`config.mk`:
```
export PLATFORM = sky130hd
export DESIGN_NAME = pcse_ctrl
export DESIGN_NICKNAME = d
export VERILOG_FILES = /design/src/hdl/pcse_pkg.sv /design/src/hdl/pcse_ctrl.sv
export SDC_FILE = /design/constraint.sdc
export NUM_CORES = 1
export LEC_CHECK = 0
export BUFFER_PORTS_ARGS = -buffer_cell sky130_fd_sc_hd__buf_4
export CAP_MARGIN = 0
export CORE_MARGIN = 1
export CORE_UTILIZATION = 40
export DETAILED_ROUTE_END_ITERATION = 6
export PLACE_DENSITY_LB_ADDON = 0.15
export SLEW_MARGIN = 0
export SYNTH_ARGS = -nofsm -noshare
export SYNTH_HDL_FRONTEND = slang
export SYNTH_SLANG_ARGS = --single-unit
```
`constraint.sdc`:
```
create_clock -name clk -period 4.1 [get_ports clk]
set_clock_uncertainty 0.2 [all_clocks]
set_input_delay 0.82 -clock clk [delete_from_list [all_inputs] [get_ports clk]]
set_output_delay 0.82 -clock clk [all_outputs]
set_load 0.05 [all_outputs]
```
`src/hdl/pcse_pkg.sv`:
```
// ----------------------------------------------------------------------------
// pcse_pkg
// Shared types, codes and constants of the phase cycle signal evaluator.
// ----------------------------------------------------------------------------
`default_nettype none

package pcse_pkg;

    // default sizes of the stores
    localparam int MAX_PULSES_DEF = 8;
    localparam int MAX_STEPS_DEF  = 64;
    localparam int MAX_BASE_DEF   = 256;

    // item field widths
    localparam int CMD_W     = 3;
    localparam int IDX_W     = 3;
    localparam int SA_W      = 8;
    localparam int VAL_W     = 9;
    localparam int TRIG_W    = 16;
    localparam int MAG_OUT_W = 22;
    localparam int ANG_W     = 16;
    localparam int PHASE_W   = 8;
    localparam int JUMP_W    = 6;

    // configuration register widths
    localparam int CFG_IDX_W   = 2;
    localparam int CFG_DATA_W  = 44;
    localparam int STEP_CNT_W  = 7;
    localparam int BASE_CFG_W  = 9;
    localparam int PULSE_CNT_W = 4;
    localparam int CUTOFF_W    = 44;

    // angle unit
    localparam int CORDIC_STEPS = 21;
    localparam int CORDIC_IW    = 5;
    localparam int CW           = 34;  // vector component width
    localparam int ZW           = 26;  // angle accumulator, pi = 2^22
    localparam int NORM_BIT     = 30;

    localparam logic signed [ZW-1:0]    Z_PI          = ZW'(4194304);
    localparam logic signed [ANG_W-1:0] ANG_POS_MAX   = 16'sh7FFF;
    localparam logic signed [ANG_W-1:0] ANG_NEG_MIN   = 16'sh8000;
    localparam logic signed [ANG_W-1:0] ANG_QUARTER   = 16'sh4000;
    localparam logic signed [ANG_W-1:0] ANG_NEG_QUART = 16'shC000;

    typedef enum logic [CMD_W-1:0] {
        CMD_PHASE = 3'd0,
        CMD_RECV  = 3'd1,
        CMD_TRIG  = 3'd2,
        CMD_JUMP  = 3'd3,
        CMD_EVAL  = 3'd4
    } cmd_code_t;

    typedef enum logic [CFG_IDX_W-1:0] {
        REG_STEPS  = 2'd0,
        REG_BASE   = 2'd1,
        REG_PULSES = 2'd2,
        REG_CUTOFF = 2'd3
    } cfg_reg_t;

    // controller to datapath
    typedef struct packed {
        logic wr_en;
        logic eval_init;
        logic recv_load;
        logic mac;
        logic mod_load;
        logic mod_iter;
        logic accum;
        logic sq1;
        logic sq2;
        logic sqsum;
        logic cmp;
        logic sqrt_iter;
        logic ang_load;
        logic norm_shift;
        logic cordic;
        logic fin;
        logic out_load;
    } pcse_cmd_t;

    // datapath to controller
    typedef struct packed {
        logic steps_zero;
        logic pulses_zero;
        logic last_pulse;
        logic mod_done;
        logic last_step;
        logic above;
        logic sqrt_done;
        logic ang_special;
        logic norm_done;
        logic cordic_done;
        logic out_full;
    } pcse_stat_t;

    // index width for a store of n entries
    function automatic int cw(input int n);
        return (n <= 1) ? 1 : $clog2(n);
    endfunction

    // arctangent of 2^-i, pi = 2^22
    function automatic logic [ZW-1:0] atan_unit(input logic [CORDIC_IW-1:0] i);
        logic [ZW-1:0] r;
        case (i)
            5'd0:    r = ZW'(1048576);
            5'd1:    r = ZW'(619011);
            5'd2:    r = ZW'(327068);
            5'd3:    r = ZW'(166025);
            5'd4:    r = ZW'(83335);
            5'd5:    r = ZW'(41708);
            5'd6:    r = ZW'(20859);
            5'd7:    r = ZW'(10430);
            5'd8:    r = ZW'(5215);
            5'd9:    r = ZW'(2608);
            5'd10:   r = ZW'(1304);
            5'd11:   r = ZW'(652);
            5'd12:   r = ZW'(326);
            5'd13:   r = ZW'(163);
            5'd14:   r = ZW'(81);
            5'd15:   r = ZW'(41);
            5'd16:   r = ZW'(20);
            5'd17:   r = ZW'(10);
            5'd18:   r = ZW'(5);
            5'd19:   r = ZW'(3);
            5'd20:   r = ZW'(1);
            default: r = '0;
        endcase
        return r;
    endfunction

endpackage

`default_nettype wire

```
`src/hdl/pcse_ctrl.sv`:
```
// ----------------------------------------------------------------------------
// pcse_ctrl
// Sequencer: walks steps and pulses, then squares, root and angle.
// ----------------------------------------------------------------------------
`default_nettype none

module pcse_ctrl (
    input  wire logic                 clk,
    input  wire logic                 rst_n,
    input  wire logic                 in_valid,
    input  wire logic                 in_is_eval,
    output logic                      in_ready,
    input  wire pcse_pkg::pcse_stat_t stat,
    output pcse_pkg::pcse_cmd_t       cmd
);
    import pcse_pkg::*;

    typedef enum logic [4:0] {
        S_IDLE, S_INIT, S_STEP, S_RECV, S_MAC, S_MODLD, S_MOD, S_TRIG, S_ACCUM,
        S_SQ1, S_SQ2, S_SQSUM, S_CMP, S_SQRT, S_ANGLD, S_NORM, S_CORDIC, S_FIN,
        S_DONE
    } state_t;

    state_t state_reg, state_next;

    assign in_ready = (state_reg == S_IDLE);

    // command decode
    always_comb
    begin
        cmd            = '0;
        cmd.wr_en      = (state_reg == S_IDLE) && in_valid && !in_is_eval;
        cmd.eval_init  = (state_reg == S_INIT);
        cmd.recv_load  = (state_reg == S_RECV);
        cmd.mac        = (state_reg == S_MAC);
        cmd.mod_load   = (state_reg == S_MODLD);
        cmd.mod_iter   = (state_reg == S_MOD);
        cmd.accum      = (state_reg == S_ACCUM);
        cmd.sq1        = (state_reg == S_SQ1);
        cmd.sq2        = (state_reg == S_SQ2);
        cmd.sqsum      = (state_reg == S_SQSUM);
        cmd.cmp        = (state_reg == S_CMP);
        cmd.sqrt_iter  = (state_reg == S_SQRT);
        cmd.ang_load   = (state_reg == S_ANGLD);
        cmd.norm_shift = (state_reg == S_NORM) && !stat.norm_done;
        cmd.cordic     = (state_reg == S_CORDIC);
        cmd.fin        = (state_reg == S_FIN);
        cmd.out_load   = (state_reg == S_DONE) && !stat.out_full;
    end

    // next state
    always_comb
    begin
        state_next = state_reg;
        case (state_reg)
            S_IDLE:   if (in_valid && in_is_eval) state_next = S_INIT;
            S_INIT:   state_next = stat.steps_zero ? S_SQ1 : S_STEP;
            S_STEP:   state_next = S_RECV;
            S_RECV:   state_next = stat.pulses_zero ? S_MODLD : S_MAC;
            S_MAC:    if (stat.last_pulse) state_next = S_MODLD;
            S_MODLD:  state_next = S_MOD;
            S_MOD:    if (stat.mod_done) state_next = S_TRIG;
            S_TRIG:   state_next = S_ACCUM;
            S_ACCUM:  state_next = stat.last_step ? S_SQ1 : S_STEP;
            S_SQ1:    state_next = S_SQ2;
            S_SQ2:    state_next = S_SQSUM;
            S_SQSUM:  state_next = S_CMP;
            S_CMP:    state_next = stat.above ? S_SQRT : S_DONE;
            S_SQRT:   if (stat.sqrt_done) state_next = S_ANGLD;
            S_ANGLD:  state_next = stat.ang_special ? S_DONE : S_NORM;
            S_NORM:   if (stat.norm_done) state_next = S_CORDIC;
            S_CORDIC: if (stat.cordic_done) state_next = S_FIN;
            S_FIN:    state_next = S_DONE;
            S_DONE:   if (!stat.out_full) state_next = S_IDLE;
            default:  state_next = S_IDLE;
        endcase
    end

    always_ff @(posedge clk or negedge rst_n)
    begin
        if (!rst_n)
        begin
            state_reg <= S_IDLE;
        end
        else
        begin
            state_reg <= state_next;
        end
    end

endmodule

`default_nettype wire

```
==> results of run 1 <==
Yosys cell counts (2+ instances only):
cell type                  count
sky130_fd_sc_hd__o21ai_0       5
sky130_fd_sc_hd__o32ai_1       2
sky130_fd_sc_hd__inv_1         2
sky130_fd_sc_hd__nand3b_1      3
sky130_fd_sc_hd__nand2_1       7
sky130_fd_sc_hd__or3_1         2
sky130_fd_sc_hd__nor3_1        4
sky130_fd_sc_hd__nor4b_1       2
sky130_fd_sc_hd__buf_4         2
sky130_fd_sc_hd__dfrtp_1       5
sky130_fd_sc_hd__nor4_1        2
sky130_fd_sc_hd__nor2_1       22
sky130_fd_sc_hd__clkbuf_1      4
sky130_fd_sc_hd__nand2b_1      7
sky130_fd_sc_hd__a21oi_1       6
critical path, cell delays in order (launching register included):
cell	delay [ns]
sky130_fd_sc_hd__dfrtp_1	0.57
sky130_fd_sc_hd__or2_1	0.41
sky130_fd_sc_hd__nor4b_1	0.31
sky130_fd_sc_hd__buf_4	0.25
report_power, final:
group / total (mW) / switching [mW] / internal [mW]
clock network: 0.0563 / 0.0195 / 0.0368
registers: 0.154 / 0.0820 / 0.0725
logic: 0.494 / 0.302 / 0.191
cell families after synthesis:
kind of cell    Yosys count  share of synthesized area [%]
simple gates             57                           48.2
compound gates           21                           21.8
buf+inv                   9                           6.74
flops                     5                           19.8
mux                       2                           3.37
layout make-up:
cell class	instances	area (sq um)
clock buffer	4	26.3
fill	135	502
inverter	2	7.51
multi-input combinational	80	463
sequential	5	125
tap	15	18.8
timing repair buffer	32	240
layer usage:
layer  global-route usage [%]  vias up  share of wire (%)
li1                         -      393                  -
met1                     28.0      360                 43
met2                     34.4       38                 48
met3                     5.65        2                8.0
met4                     3.87        0               0.51
met5                        0        -                  0
how the worst max path moves through the flow:
stage / to / startpoint
2_1_floorplan: cmd[16] / in_is_eval
3_3_place_gp: cmd[16] / state_reg[1]
3_5_place_dp: cmd[16] / state_reg[1]
4_1_cts: cmd[16] / state_reg[1]
5_1_grt: cmd[16] / state_reg[1]
6_report: cmd[16] / state_reg[1]
per-stage QoR:
step	hold slack (ns)	std cells	util, %	area, sq um	setup slack [ns]
after floorplan	0.324	94	-	631	0.603
after global placement	0.424	134	61.8	855	1.59
after detailed placement	0.423	134	61.8	855	1.58
after CTS	0.164	138	63.7	881	1.31
after global routing	0.158	138	63.7	881	1.17
final	0.168	138	63.7	881	1.30
==> summary.md, run 1 <==
The run finished with clean final reports. The number of different library cells used by synthesis comes to 34. The die is 41.7 um tall. For this block, the routed nets add up to 1770 um of wire. The run gives 0 as the final hold violation count. The count of input and output buffers came out at 32. After synthesis, flip-flops and latches occupy 19.8% of the total area.

The tools report the quantity of gates resized following cts as 0. The worst register-to-register path ends at state_reg[2]. Synthesis produced a netlist with a net count of 109. After synthesis the cells add up to 631 sq um. The final count of pins violating max slew came out at 0. In this run the worst path has a maximum fanout of 20. Once detail routing completed, the nets flagged for antenna violations numbered 0. The worst setup path is of the register to output port kind.

The post-detailed-route wirelength per cell was 12.8 um. IR analysis of the VDD net gives a maximum drop of 0.408 mV. The register with the most flip-flops in the layout has 5 of them.

The congestion estimate from routability-driven global placement came to 0.829. TritonCTS created 3 clock buffers. Timing would allow up to 357 MHz. The most common cell after layout, fill and taps aside is sky130_fd_sc_hd__buf_4.

Worst min-delay path category: primary input to async pin. The summed negative setup slack over all endpoints is 0 ns, and the initial cell density of the core is 45.6%. The cell row count came out at 13.

Vias after detailed routing: 793. For this block, the initial DRC count from the detailed router was 24. Of all cell types, the one taking the most synthesized area is sky130_fd_sc_hd__dfrtp_1. Startpoint type of the worst setup path: a register. The worst reg-to-reg path cell count was 5.

Dividing the detail-routed via count by the number of cells gives 5.75. The share of flip-flops with an asynchronous set or reset after synthesis works out to 100%. The first detailed-routing pass ran for 4 iterations. The clock period minus final worst setup slack was 2.80 ns; the number of buffers on the longest clock path was 2. The number of sinks driven by the clock tree was 5; the headroom to the max-slew limit was 63.2%. The DRC violations left came out at 0.

Hold repair after CTS inserted 0 buffers. The tools report the library cell used as clock root buffer as sky130_fd_sc_hd__clkbuf_4. Initial antenna violation count: 0. At the later pin of the worst-skew pair, clock insertion delay measures 0.24 ns.

Summed over all nets, the half-perimeter wirelength after detailed placement is 1400 um. In this run the post-CTS setup repair buffer count came out at 0. The run gives 2910 um as the first-pass GRT wire length. Entering global routing, the biggest net connects 21 pins.

The core region is 1380 sq um. Critical path endpoint category: an output port. The cell area power density came out at 800 nW/um^2. Power comes to 704 uW.

Setup repair after global routing left no endpoint under its margin. STA puts the critical path data arrival time at 1.78 ns. Counting flops with a built-in enable in the synthesized netlist gives 0. The Yosys step of the flow raised 0 warnings. 33 I/O pins were placed. The run gives 94 as the cell count after synthesis.

The period utilization is 68.4%. The die footprint is 1740 sq um, and the chip width is 41.7 um. Clock-pin slew was measured on the worst setup and hold paths at 0.04 ns. By area the synthesized netlist is led by sky130_fd_sc_hd__dfrtp_1 20%, sky130_fd_sc_hd__nor2_1 13%, sky130_fd_sc_hd__nand2b_1 6.9%.

The run gives 0 as the leftover overflow at the end of global routing. After synthesis the netlist holds a flip-flop and latch count of 5. TritonCTS built the clock tree. Cells with a size suffix above 1 make up 32.5% of the layout.

The area fraction of the dominant cell type after synthesis came out at 19.8%. The analysis attributes to cell leakage a power of 0.403 nW. Among all flip-flop cells after synthesis, the most frequent one is sky130_fd_sc_hd__dfrtp_1. At the pin with the least slew margin, the transition time is 0.552 ns. STA puts the critical path data required time at 3.08 ns. 0 antenna diodes ended up in the layout. The run gives 1.82 ns as the worst-case register-to-register setup slack. Across the run, the number of max-cap violations was 0. The synthesized area per cell came out at 6.71 sq um.

Setup violations remaining at the end of the flow were counted as 0. The startpoint identified for the worst register-to-register timing path is state_reg[1]. The top cell types in the final layout, fill and taps aside, are 32 x sky130_fd_sc_hd__buf_4, 22 x sky130_fd_sc_hd__nor2_1, 7 x sky130_fd_sc_hd__nand2_1, 7 x sky130_fd_sc_hd__nand2b_1, 6 x sky130_fd_sc_hd__a21oi_1. The via count of the first global-routing pass is 656, and the number of nets in the layout is 139.

Relative to the synthesized area, the layout overhead comes to 39.7%. The run gives 1 as the number of H-tree levels. The tools report the total global-route track usage as 21.0%.
Note: power is estimated with default switching activity, not from simulation.
==> run 2: changes to the inputs <==
- clock period: 4.1 -> 2.95 ns (I/O delays scaled with it)
==> summary.md, run 2 (same netlist as run 1, synthesis figures left out) <==
For the core region area, the log shows 1380 sq um (unchanged). The number of H-tree levels was 1 (unchanged); the met2 layer wire length in the routed design was 846 um (-1.2%). The setup slack after placement came out at 0.643 ns (-0.934 ns).

The largest fanout on the critical path works out to 13 (-35%). The final count of pins violating max slew was 0 (unchanged). The cell row count is 13 (unchanged), and the maximum number of pins on one net before global-route repair is 21 (unchanged).

For the signal arrival time at the worst endpoint, the log shows 1.77 ns (about the same). The max-capacitance violation count came out at 0 (unchanged). For the maximum clock rate, the log shows 391 MHz. The logs give 144 (+6.7%) for the number of inserted filler cells in the final layout and 2.16 ns (-0.92 ns) for the worst endpoint required time.

The vias after detailed routing was 771 (-2.8%). The total global-route track usage came out at 20.4% (-0.61 points). The run gives 102 um (-28%) as the met3 layer wire length in the routed design. The number of failing setup endpoints in the final timing report was 0 (unchanged); the headroom to the max-slew limit was 64.0% (+0.77 points). The worst setup path is launched from a register. Leaving out fill and tap cells, the most frequent cell in the layout is sky130_fd_sc_hd__buf_4.

The period utilization was 86.7%. The leftover overflow at the end of global routing is 0 (unchanged). Compared with the post-synthesis result, the final layout area differs by 42.3%.

For the number of sinks driven by the clock tree, the log shows 5 (unchanged). The critical path is of the register to output port type. TritonCTS built the clock tree. The run gives 4 (unchanged) as the number of detailed-routing iterations run before antenna repair.

The slew at the pin with the worst max-slew slack is 0.540 ns (-0.0116 ns). The count of inserted antenna diode cells is 0 (unchanged). Leakage power summed over all cells: 0.409 nW (+1.3%).

The tools report the die footprint as 1740 sq um (unchanged). DRC violations left: 0 (unchanged). The via count of the first global-routing pass is 625 (-4.7%).

Worst min-delay path category: primary input to async pin. The chip width was 41.7 um (unchanged). The logs give 23 (-4.2%) for the first-iteration detailed-routing DRC count and 2 (unchanged) for the number of buffers on the longest clock path.

Critical path endpoint category: an output port. The ratio of cells with drive above 1 in the final layout is 33.1% (+0.54 points). The wire length reported by the detailed router was 1770 um (about the same); the clock-pin slew on the worst setup and hold paths was 0.04 ns (about the same). The cell area power density is 1090 nW/um^2 (+37%). The post-detailed-route via-to-cell ratio is 5.55 (-3.5%), and the sum of internal, switching and leakage power is 980 uW (+39%). The vertical die dimension is 41.7 um (unchanged), and the number of nets in the layout is 140 (+0.72%). The utilization after layout is 64.9% (+1.2 points).

The global placement routability congestion came out at 0.892 (+7.6%). For the met1 layer wirelength in the final routing, the log shows 820 um (+7.6%). The run gives 0.646 mV (+58%) as the maximum vdd ir drop. For the finished layout, the period the worst path requires is 2.56 ns. Number of flip-flops in the largest register: 5 (unchanged). The run finished with clean final reports. Setup repair after global routing left no endpoint under its margin. The logs give 0 (unchanged) for the initial antenna violation count and 0 (unchanged) for the post-CTS repair timing setup buffer count. CTS placed an instance of sky130_fd_sc_hd__clkbuf_4 at the clock tree root. The clock latency at the later pin of the worst-skew pair came out at 0.24 ns (about the same).

The logs give 0.392 ns (-0.904 ns) for the slack of the critical path and 0 (unchanged) for the post-route antenna net violation count. The tools report the cell total after placement as 134 (unchanged). The number of top-level design ports was 33 (unchanged); the initial cell density of the core was 45.6% (unchanged). The final hold violation count came out at 0 (unchanged). The count of input and output buffers is 32 (unchanged), and the summed negative setup slack over all endpoints is 0 ns (unchanged). The placed wire-length estimate was 1400 um (-0.14%); the first-pass GRT wire length was 2820 um (-3.1%). The post-detailed-route wirelength per cell came out at 12.7 um (-0.78%). Signal routing reaches up to met3. Number of clock buffers inserted by TritonCTS: 3 (unchanged). Leaving out fill and tap cells, the most frequent cells in the layout are 32 x sky130_fd_sc_hd__buf_4, 22 x sky130_fd_sc_hd__nor2_1, 7 x sky130_fd_sc_hd__nand2_1, 7 x sky130_fd_sc_hd__nand2b_1, 6 x sky130_fd_sc_hd__a21oi_1.

The run gives 139 (+0.72%) as the final non-filler cell total.
run 2: path summary, 6_finish.rpt:
kind	start	to	slack [ns]	cells after the start
setup / recovery	state_reg[3]	cmd[10]	0.39	3
hold / removal	rst_n	state_reg[0]	0.50	2
setup reg to reg	state_reg[1]	state_reg[2]	0.68	5
hold reg to reg	state_reg[4]	state_reg[2]	0.61	2
max in group asynchronous	rst_n	state_reg[1]	1.94	2
min in group clk	stat[0]	state_reg[4]	0.50	3
run 2: metal layers:
layer | track usage (%) | up-vias
li1 | - | 398
met1 | 26.7 | 341
met2 | 34.4 | 32
met3 | 4.78 | 0
met4 | 3.87 | 0
met5 | 0 | -
run 2: critical path, cell delays in order (launching register included):
cell                      delay, ns
sky130_fd_sc_hd__dfrtp_1       0.56
sky130_fd_sc_hd__or3b_2        0.53
sky130_fd_sc_hd__nor2_1        0.19
sky130_fd_sc_hd__buf_4         0.24
run 2: final cells by class:
type | instances | area (sq um) | area share [%]
Inverter | 2 | 7.51 | 0.837
Multi-Input combinational cell | 80 | 469 | 52.3
Tap cell | 15 | 18.8 | 2.09
Sequential cell | 5 | 125 | 13.9
Clock buffer | 4 | 26.3 | 2.93
Timing Repair Buffer | 33 | 250 | 27.9
run 2: timing repair:
item	CTS	global route
hold endpoints to repair	5	0
hold buffers	1	0
gates resized for setup	0	0
run 2: stage by stage:
stage | hold slack, ns | instance area (sq um)
4_1_cts | 0.488 | 897
3_5_place_dp | 0.195 | 861
2_1_floorplan | 0.0944 | 637
5_1_grt | 0.497 | 897
6_report | 0.496 | 897
3_3_place_gp | 0.195 | 861
run 2: where the power goes:
group | switching (mW) | total [mW] | internal [mW]
clock | 0.0256 | 0.0766 | 0.0510
combinational | 0.423 | 0.691 | 0.268
sequential | 0.112 | 0.212 | 0.101
